==> config.mk <==
export PLATFORM = sky130hd
export DESIGN_NAME = spellable_word_stream_filter
export DESIGN_NICKNAME = d
export VERILOG_FILES = /design/src/sv/swsf_pkg.sv /design/src/sv/swsf_front.sv /design/src/sv/swsf_queue.sv /design/src/sv/swsf_back.sv /design/src/sv/spellable_word_stream_filter.sv
export SDC_FILE = /design/constraint.sdc
export NUM_CORES = 1
export LEC_CHECK = 0
export BUFFER_PORTS_ARGS = -buffer_cell sky130_fd_sc_hd__buf_4
export CORE_ASPECT_RATIO = 1.1
export CORE_MARGIN = 2
export CORE_UTILIZATION = 40
export CTS_BUF_LIST = sky130_fd_sc_hd__clkbuf_16
export DETAILED_ROUTE_END_ITERATION = 12
export PLACE_DENSITY = 0.66
export SYNTH_ARGS = -nofsm -noshare
export SYNTH_HDL_FRONTEND = slang
export SYNTH_HIERARCHICAL = 1
export SYNTH_SLANG_ARGS = --single-unit
==> constraint.sdc <==
create_clock -name clk -period 13.7 [get_ports clk]
set_input_delay 0.685 -clock clk [delete_from_list [all_inputs] [get_ports clk]]
set_output_delay 0.685 -clock clk [all_outputs]
set_load 0.01 [all_outputs]
==> src/sv/swsf_pkg.sv <==
// Package for the spellable word stream filter: beat types, config register
// indexes, letter constants and the word record passed from front to back.
// No dependencies.
package swsf_pkg;

  localparam int unsigned LETTERS        = 26;
  localparam int unsigned TALLY_W        = 5;
  localparam int unsigned COUNT_W        = 4;
  localparam int unsigned TALLY_CAP      = 16;
  localparam int unsigned LENGTH_CAP     = 255;
  localparam int unsigned COUNTS_W       = 52;
  localparam int unsigned REQ_W          = 5;
  localparam int unsigned CFG_INDEX_W    = 3;
  localparam int unsigned CFG_DATA_W     = 52;
  localparam int unsigned QUEUE_DEPTH    = 2;
  localparam int unsigned POSITION_BITS_DEF = 32;

  localparam logic [7:0] CHAR_A  = 8'h61;
  localparam logic [7:0] CHAR_LF = 8'h0a;
  localparam logic [7:0] CHAR_CR = 8'h0d;
  localparam logic [7:0] CHAR_SP = 8'h20;

  typedef enum logic [CFG_INDEX_W-1:0] {
    CFG_COUNTS_LOW  = 3'd0,
    CFG_COUNTS_HIGH = 3'd1,
    CFG_MASK        = 3'd2,
    CFG_REUSE       = 3'd3,
    CFG_REQUIRED    = 3'd4
  } cfg_index_t;

  typedef struct packed {
    logic [7:0] text_byte;
    logic       last_byte;
  } in_item_t;

  typedef struct packed {
    logic [31:0] word_start;
    logic [7:0]  word_size;
  } out_item_t;

  typedef struct packed {
    logic [COUNTS_W-1:0] counts_low;
    logic [COUNTS_W-1:0] counts_high;
    logic [LETTERS-1:0]  mask;
    logic                reuse;
    logic [REQ_W-1:0]    required;
  } cfg_t;

  typedef struct packed {
    logic [LETTERS-1:0][TALLY_W-1:0] tally;
    logic [LETTERS-1:0]              seen;
    logic                            foreign;
    out_item_t                       info;
  } word_rec_t;

endpackage

==> src/sv/swsf_front.sv <==
// Front end: accepts text beats, classifies bytes and tracks the open word.
// Emits one word record per closed word. Depends on swsf_pkg.
module swsf_front import swsf_pkg::*; #(
  parameter int unsigned POSITION_BITS = POSITION_BITS_DEF
) (
  input  logic      clk,
  input  logic      rst_n,
  input  logic      accept,
  input  in_item_t  item,
  output logic      push,
  output word_rec_t rec
);

  logic [LETTERS-1:0][TALLY_W-1:0] tally_r, tally_nxt, tally_upd;
  logic [LETTERS-1:0]              seen_r, seen_nxt, seen_upd;
  logic [7:0]                      len_r, len_nxt, len_upd;
  logic                            foreign_r, foreign_nxt, foreign_upd;
  logic                            inside_r, inside_nxt;
  logic [POSITION_BITS-1:0]        start_r, start_nxt, start_upd;
  logic [POSITION_BITS-1:0]        pos_r, pos_nxt;
  logic                            sep, is_letter, close_word;
  logic [7:0]                      offset;
  logic [4:0]                      k;
  logic [63:0]                     start_ext;

  assign sep       = (item.text_byte == CHAR_LF) || (item.text_byte == CHAR_CR) ||
                     (item.text_byte == CHAR_SP);
  assign offset    = item.text_byte - CHAR_A;
  assign is_letter = (item.text_byte >= CHAR_A) && (offset < 8'(LETTERS));
  assign k         = offset[4:0];

  always_comb begin
    for (int i = 0; i < LETTERS; i++) begin
      tally_upd[i] = tally_r[i];
      seen_upd[i]  = seen_r[i];
      if (!sep && is_letter && (k == 5'(i))) begin
        seen_upd[i] = 1'b1;
        if (tally_r[i] < TALLY_W'(TALLY_CAP)) tally_upd[i] = tally_r[i] + 1'b1;
      end
    end
    foreign_upd = foreign_r | (!sep && !is_letter);
    len_upd     = (!sep && (len_r < 8'(LENGTH_CAP))) ? len_r + 8'd1 : len_r;
    start_upd   = (!sep && !inside_r) ? pos_r : start_r;
  end

  assign close_word = sep ? inside_r : item.last_byte;
  assign push       = accept && close_word;
  assign start_ext  = 64'(start_upd);

  assign rec.tally            = tally_upd;
  assign rec.seen             = seen_upd;
  assign rec.foreign          = foreign_upd;
  assign rec.info.word_start  = start_ext[31:0];
  assign rec.info.word_size   = len_upd;

  always_comb begin
    tally_nxt   = tally_r;
    seen_nxt    = seen_r;
    len_nxt     = len_r;
    foreign_nxt = foreign_r;
    inside_nxt  = inside_r;
    start_nxt   = start_r;
    pos_nxt     = pos_r;
    if (accept) begin
      pos_nxt   = item.last_byte ? '0 : pos_r + 1'b1;
      start_nxt = start_upd;
      if (sep || item.last_byte) begin
        tally_nxt   = '0;
        seen_nxt    = '0;
        len_nxt     = '0;
        foreign_nxt = 1'b0;
        inside_nxt  = 1'b0;
      end else begin
        tally_nxt   = tally_upd;
        seen_nxt    = seen_upd;
        len_nxt     = len_upd;
        foreign_nxt = foreign_upd;
        inside_nxt  = 1'b1;
      end
    end
  end

  always_ff @(posedge clk) begin
    if (!rst_n) begin
      tally_r   <= '0;
      seen_r    <= '0;
      len_r     <= '0;
      foreign_r <= 1'b0;
      inside_r  <= 1'b0;
      start_r   <= '0;
      pos_r     <= '0;
    end else begin
      tally_r   <= tally_nxt;
      seen_r    <= seen_nxt;
      len_r     <= len_nxt;
      foreign_r <= foreign_nxt;
      inside_r  <= inside_nxt;
      start_r   <= start_nxt;
      pos_r     <= pos_nxt;
    end
  end

endmodule

==> src/sv/swsf_queue.sv <==
// Two-entry queue of closed word records between front and back.
// Depends on swsf_pkg.
module swsf_queue import swsf_pkg::*; (
  input  logic      clk,
  input  logic      rst_n,
  input  logic      push,
  input  word_rec_t push_rec,
  input  logic      pop,
  output logic      not_empty,
  output logic      full,
  output word_rec_t head
);

  localparam int unsigned PTR_W = (QUEUE_DEPTH > 1) ? $clog2(QUEUE_DEPTH) : 1;
  localparam int unsigned CNT_W = $clog2(QUEUE_DEPTH + 1);

  word_rec_t              entry_r [QUEUE_DEPTH];
  logic [PTR_W-1:0]       wr_ptr_r, wr_ptr_nxt, rd_ptr_r, rd_ptr_nxt;
  logic [CNT_W-1:0]       count_r, count_nxt;

  assign not_empty = (count_r != '0);
  assign full      = (count_r == CNT_W'(QUEUE_DEPTH));
  assign head      = entry_r[rd_ptr_r];

  always_comb begin
    wr_ptr_nxt = wr_ptr_r;
    rd_ptr_nxt = rd_ptr_r;
    count_nxt  = count_r;
    if (push) wr_ptr_nxt = (wr_ptr_r == PTR_W'(QUEUE_DEPTH - 1)) ? '0 : wr_ptr_r + 1'b1;
    if (pop)  rd_ptr_nxt = (rd_ptr_r == PTR_W'(QUEUE_DEPTH - 1)) ? '0 : rd_ptr_r + 1'b1;
    if (push && !pop)      count_nxt = count_r + 1'b1;
    else if (pop && !push) count_nxt = count_r - 1'b1;
  end

  always_ff @(posedge clk) begin
    if (!rst_n) begin
      wr_ptr_r <= '0;
      rd_ptr_r <= '0;
      count_r  <= '0;
    end else begin
      wr_ptr_r <= wr_ptr_nxt;
      rd_ptr_r <= rd_ptr_nxt;
      count_r  <= count_nxt;
    end
  end

  always_ff @(posedge clk) begin
    if (push) entry_r[wr_ptr_r] <= push_rec;
  end

endmodule

==> src/sv/swsf_back.sv <==
// Back end: checks one queued word against the letter configuration and
// loads matches into the output register. Depends on swsf_pkg.
module swsf_back import swsf_pkg::*; (
  input  logic      clk,
  input  logic      rst_n,
  input  cfg_t      cfg,
  input  logic      rec_valid,
  input  word_rec_t rec,
  output logic      pop,
  output logic      out_valid,
  input  logic      out_stall,
  output out_item_t out_item
);

  logic [2*COUNTS_W-1:0] counts_all;
  logic                  counts_ok, req_ok, mask_ok, match;
  logic                  out_valid_r, out_valid_nxt;
  out_item_t             out_item_r;

  assign counts_all = {cfg.counts_high, cfg.counts_low};

  always_comb begin
    counts_ok = 1'b1;
    req_ok    = 1'b1;
    for (int i = 0; i < LETTERS; i++) begin
      if (rec.tally[i] > {1'b0, counts_all[COUNT_W*i +: COUNT_W]}) counts_ok = 1'b0;
      if ((cfg.required == REQ_W'(i + 1)) && !rec.seen[i]) req_ok = 1'b0;
    end
  end

  assign mask_ok = ((rec.seen & ~cfg.mask) == '0);
  assign match   = !rec.foreign && req_ok && (cfg.reuse ? mask_ok : counts_ok);
  assign pop     = rec_valid && (!out_valid_r || !out_stall);

  always_comb begin
    out_valid_nxt = out_valid_r;
    if (pop) out_valid_nxt = match;
    else if (!out_stall) out_valid_nxt = 1'b0;
  end

  always_ff @(posedge clk) begin
    if (!rst_n) out_valid_r <= 1'b0;
    else        out_valid_r <= out_valid_nxt;
  end

  always_ff @(posedge clk) begin
    if (pop && match) out_item_r <= rec.info;
  end

  assign out_valid = out_valid_r;
  assign out_item  = out_item_r;

endmodule

==> src/sv/spellable_word_stream_filter.sv <==
// Spellable word stream filter: takes one text byte per cycle while in_stall
// is low and reports the start and length of every word that can be spelled
// from the configured letters. A result passes the word queue and the result
// register and appears on out_valid after the beat that closes its word
// (a separator, or the beat marked last_byte). The block sustains one input
// beat per cycle; in_stall rises only when the result register is stalled
// and the two-entry word queue behind it has filled. Configuration writes are
// always taken (cfg_ready stays high) and must only be made while no word is
// in flight. Depends on swsf_pkg, swsf_front, swsf_queue, swsf_back.
module spellable_word_stream_filter import swsf_pkg::*; #(
  parameter int unsigned POSITION_BITS = POSITION_BITS_DEF
) (
  input  logic                   clk,
  input  logic                   rst_n,
  input  logic                   in_valid,
  output logic                   in_stall,
  input  in_item_t               in_item,
  output logic                   out_valid,
  input  logic                   out_stall,
  output out_item_t              out_item,
  input  logic                   cfg_valid,
  output logic                   cfg_ready,
  input  logic [CFG_INDEX_W-1:0] cfg_index,
  input  logic [CFG_DATA_W-1:0]  cfg_data
);

  cfg_t      cfg_r, cfg_nxt;
  logic      accept, push, pop, q_not_empty, q_full;
  word_rec_t push_rec, head;

  assign cfg_ready = 1'b1;
  assign in_stall  = q_full;
  assign accept    = in_valid && !in_stall;

  always_comb begin
    cfg_nxt = cfg_r;
    if (cfg_valid && cfg_ready) begin
      unique case (cfg_index)
        CFG_COUNTS_LOW:  cfg_nxt.counts_low  = cfg_data[COUNTS_W-1:0];
        CFG_COUNTS_HIGH: cfg_nxt.counts_high = cfg_data[COUNTS_W-1:0];
        CFG_MASK:        cfg_nxt.mask        = cfg_data[LETTERS-1:0];
        CFG_REUSE:       cfg_nxt.reuse       = cfg_data[0];
        CFG_REQUIRED:    cfg_nxt.required    = cfg_data[REQ_W-1:0];
        default:         cfg_nxt             = cfg_r;
      endcase
    end
  end

  always_ff @(posedge clk) begin
    if (!rst_n) cfg_r <= '0;
    else        cfg_r <= cfg_nxt;
  end

  swsf_front #(
    .POSITION_BITS(POSITION_BITS)
  ) u_front (
    .clk    (clk),
    .rst_n  (rst_n),
    .accept (accept),
    .item   (in_item),
    .push   (push),
    .rec    (push_rec)
  );

  swsf_queue u_queue (
    .clk       (clk),
    .rst_n     (rst_n),
    .push      (push),
    .push_rec  (push_rec),
    .pop       (pop),
    .not_empty (q_not_empty),
    .full      (q_full),
    .head      (head)
  );

  swsf_back u_back (
    .clk       (clk),
    .rst_n     (rst_n),
    .cfg       (cfg_r),
    .rec_valid (q_not_empty),
    .rec       (head),
    .pop       (pop),
    .out_valid (out_valid),
    .out_stall (out_stall),
    .out_item  (out_item)
  );

endmodule

Word level (Yosys, flattened, before mapping)
Memory sizes are Yosys's and may differ from the RTL's. A register that Yosys moved wholly into a read port is not among the register bits. Index checks and enable logic that the tools add are counted. W data, S select, Z words.

Register bits: 411. Latch bits: 0. Memory bits (writable): 394. ROM bits: 0. Input bits: 69. Output and inout bits: 43. Word-level logic and storage cells: 459. Memories kept: 1.

Add/sub/neg operators: 33. $mul: 0. Div/mod/pow operators: 0. Order comparisons: 55. Equality and inequality tests: 60. Shift-type cells: 0. Muxes and demuxes: 150. Bitwise gates (word level): 3. Reductions and logical operators: 114.

Memories: u_queue.entry_r (depth 2, bits a word 197, read ports 1, clocked after Yosys merged registers in 1, write ports 1, RTL line swsf_queue.sv:17) `word_rec_t entry_r [QUEUE_DEPTH];`.

Operators with widths (count): $mux W5 (52); $add A5 B1 Y5 const B (26); $gt A5 B4 Y1 (26); $lt A5 B5 Y1 const B (26); $mux W130 (1); $eq A5 B5 Y1 const B (21); $mux W1 (90); $eq A5 B4 Y1 const B (16); $logic_and A1 B1 Y1 (65); $mux W32 (2); $eq A5 B3 Y1 const B (8); $logic_not A1 Y1 (35); $add A32 B1 Y32 const B (1); $and A26 B26 Y26 (1); $logic_not A26 Y1 (1); $mux W26 (1); $not A26 Y26 (1); $eq A5 B2 Y1 const B (4); $eq A8 B4 Y1 const B (2); $mux W8 (2); $eq A5 B1 Y1 const B (2); $reduce_and A2 Y1 (5); $add A8 B1 Y8 const B (1); $eq A8 B6 Y1 const B (1); other kinds (18) (25).

Depth between registers and ports, before layout
Depth in word-level cells: 31. Mapped depth: 13. Gate-level depth less buffers: 12.

Modules after synthesis
Netlist, hierarchy kept.

By module, submodules not included: swsf_queue (times used 1, cells an instance 635, area an instance 14966.9 µm², seq. area each 11931.4 µm²); swsf_front (times used 1, cells an instance 1570, area an instance 13256.5 µm², seq. area each 4604.4 µm²); spellable_word_stream_filter (times used 1, cells an instance 505, area an instance 5181.2 µm², seq. area each 2722.6 µm²); swsf_back (times used 1, cells an instance 505, area an instance 4441.8 µm², seq. area each 1221.2 µm²).

Worst setup path after synthesis
Ideal clock, no wire load.

Path type: in2reg. Start: input port in_item[1] (netlist name). End: register u_queue.wr_ptr_r. Library setup time: 98 ps. Arrival time: 11466 ps. Path slack: 2136 ps. Cell stages on the path: 9. Cells stage by stage: inv_1 ha_1 nor4b_2 a22oi_1 nor2_1 a21oi_1 nor2_1 nor2b_1 o21a_1.

Longest elaborated chain between the ends: 5. Elaborated cells on any way between the ends: 7.

Ends and longest elaborated chain: start: declaration (RTL line spellable_word_stream_filter.sv:17) `input in_item_t in_item,`; $eq A8 B4 Y1 (RTL line swsf_front.sv:26) `assign sep = (item.text_byte == CHAR_LF) || (item.text_byte == CHAR_CR) ||`; $logic_or A1 B1 Y1 (RTL line swsf_front.sv:26); $logic_or A1 B1 Y1 * (RTL line swsf_front.sv:26); $mux W1 * (RTL line swsf_front.sv:46) `assign close_word = sep ? inside_r : item.last_byte;`; $logic_and A1 B1 Y1 * (RTL line swsf_front.sv:47) `assign push = accept && close_word;`; via push (RTL line spellable_word_stream_filter.sv:28) `logic accept, push, pop, q_not_empty, q_full;`; end signal: assignment (RTL line swsf_queue.sv:41) `wr_ptr_r <= wr_ptr_nxt;`; end: declaration (RTL line swsf_queue.sv:18) `logic [PTR_W-1:0] wr_ptr_r, wr_ptr_nxt, rd_ptr_r, rd_ptr_nxt;`.

Mark *: on every way through the listed nets, which the timed path passes. The rest lies on a longest branch. A chain may end at the register's enable or synchronous reset.

==> impl_metrics.yaml <==
cts:
  root_buffer: "clkbuf_16"
  max-clock-path-buffers: 3
  cts_tree: "yes"
  cts_setup_buffers: 0
  cts_max_level: 3
  cts_buffers: 87
  worst_skew_pair.late_latency_ns: 0.65
  cts_hold_buf: 0
  path_clk_slew_ns: 0.06
  cts_resized: 0
  clock-sinks: 806
floorplan:
  pin_count: 112
  die_h_um: 326.6
  dieArea_um2: 97090
  num_rows: 118
  start_util: 0.4030
  core_area_um2: 93900
  fp.dieW_um: 297.3
sta:
  clock_skew_ns: 0.02244
  finalSetupViolations: 0
  worst_pin_slew_ns: 1.141
  rsz0062_at_grt: "no"
  fin_crit_ns: 5.874
  max_freq_mhz: 170.2
  drv_slew: 0
  setup_tns_ns: 0
  worst_slack_ns: 7.826
  hold_viol: 0
  whs_ns: 0.3278
  slew_headroom: 0.2393
  min_period_over_period: 0.4288
worst_setup_path:
  worst_r2r_path_depth: 12
  critPathKind: "register to register"
  cp-start-kind: "register"
  ff2ff_setup_slack_ns: 7.83
  worstPathRequired_ns: 13.97
  r2r_end: "u_back/out_item[5]$_DFFE_PP_"
  cp_max_fo: 117
  worstSetupEndpointType: "register"
  crit_arrival_ns: 6.14
synthesis:
  synth_edf_count: 434
  yosysUniqueCellTypes: 84
  synth-seq-cells: 806
  synthArstFlopShare: 0
  yosysSeqAreaShare: 0.5411
  synth_ff_type: "edfxtp_1"
  synth_nets: 3423
  syn_area_um2: 37850
  synth_cells: 3215
  avgSynthCellArea_um2: 11.77
  ys_warn_count: 6
power_and_ir_drop:
  power_leakage_nw: 16.61
  p_total_mw: 5.989
  ir_drop_mv: 0.1146
  power_density_nw_per_um2: 140.6
cells_and_area:
  num-fill-cells: 8577
  diodes: 0
  layout-drive-gt1-share: 0.1787
  area_growth_pct: 12.55
  nets: 3490
  final_area_um2: 42600
  final_util: 0.4536
  finalNonFillerCells: 4617
global_routing:
  overflow: 0
  grt_pass1_wl_um: 140800
  grt_max_degree: 158
  grt_pass1_vias: 24070
  grt_use_total: 0.1846
  antenna_found_initial: 7
route:
  drt_iter0_drc: 1920
  drc: 0
  vias_per_cell: 5.338
  wl_per_cell_um: 19.65
  num_vias: 24644
  wl_um: 90740
  dr.pass1.iters: 5
  antenna_left: 0
placed_design:
  dp_slack_ns: 7.595
  place_hpwl_um: 60100
  place_area_um2: 39690
  gp_congestion: 0.8407
  io_buffers: 110
  dp.cells: 4453
status:
  status: "finished, final reports clean"
min_path:
  min_to: "cfg_r[59]$_SDFFE_PN0P_"
  worstHoldStart: "cfg_data[27]"
  hold_class: "input pin to register"
  min_path_cells: 3
run:
  drv_cap: 0
[critical path, cell delays in order, from the launching register on]
cell and delay [ns]:
dfxtp_4 0.87, buf_4 0.61, buf_12 0.62, mux2_4 0.36, ha_1 0.31, nor2b_1 0.14
o211ai_1 0.17, a21oi_1 0.17, a2111oi_0 0.57, nand3_1 0.21, nor4_2 0.37, o21a_2 0.16
buf_4 0.48
[kinds of logic after synthesis]
group | Yosys count | synth area share
simple gates | 941 | 0.1270
flops | 806 | 0.5411
compound gates | 455 | 0.08265
mux | 426 | 0.1345
buf+inv | 335 | 0.04268
fa+ha+maj | 139 | 0.04595
xor+xnor | 112 | 0.02592
other cells | 1 | 0.00009908
[synth_stat cells, drive strengths merged (60+ instances only)]
cell | instances | area, um2
clkbuf | 84 | 315.3
inv | 161 | 604.3
buf | 89 | 691.9
nand3 | 74 | 370.4
mux2 | 251 | 3314
mux2i | 173 | 1732
nor2 | 170 | 638.1
edfxtp | 434 | 13030
dfxtp | 372 | 7447
xor2 | 70 | 613.1
nand2 | 337 | 1265
nor3 | 60 | 325.3
nand4 | 79 | 494.2
a21oi | 70 | 357.8
ha | 139 | 1739
o21ai | 85 | 425.4
[area by class of cell]
type,count,area (um2),share of cell area
Sequential cell,806,20480,0.4809
Multi-Input combinational cell,2074,15860,0.3722
Inverter,162,608.1,0.01428
Clock inverter,75,683.2,0.01604
Clock buffer,89,2227,0.05228
Timing Repair Buffer,151,1162,0.02729
Tap cell,1260,1577,0.03701
[worst max path at each step]
stage,slack [ns],cells after the start,end
2_1_floorplan,2.14,9,u_queue/wr_ptr_r$_SDFFE_PN0P_
3_3_place_gp,7.81,11,u_queue/entry_r[1][155]$_DFFE_PP_
3_5_place_dp,7.60,11,u_queue/entry_r[1][164]$_DFFE_PP_
6_report,7.83,12,u_back/out_item[5]$_DFFE_PP_
4_1_cts,7.88,12,u_back/out_item[28]$_DFFE_PP_
5_1_grt,7.55,12,u_back/out_item[30]$_DFFE_PP_
[sequential cells by signal, indices dropped and copies added (netlist names), 8 cells and up, named ones only]
signal	flops
cfg_r	136
u_front/seen_r	26
u_back/out_item	40
u_front/start_r	32
u_front/tally_r	130
u_front/len_r	8
u_front/pos_r	32
u_queue/entry_r	394
[per-layer routing]
metal,track usage,part of all wire,up-vias
li1,-,-,11898
met1,0.2485,0.45,11936
met2,0.2974,0.46,649
met3,0.03638,0.058,149
met4,0.06390,0.028,12
met5,0,0.00078,-
[report_power, final]
part	internal (mW)	switching (mW)
logic	0.413	0.503
registers	2.64	0.0523
clock network	1.40	0.988
[cells in the final DEF (no fill, tap or decap), types with 34 or more instances in the layout]
master	n
a21o_1	59
nor2_1	168
a21oi_1	67
nand4_1	79
a31oi_1	53
nor3_1	53
nand2_1	336
nand3_1	73
dfxtp_1	371
edfxtp_1	434
mux2i_1	173
ha_1	139
o21ai_0	77
inv_1	173
buf_4	148
xnor2_1	42
clkbuf_16	89
mux2_4	130
nor2b_1	34
mux2_2	121
xor2_1	70
No activity file was read; power rests on OpenSTA's default activity.
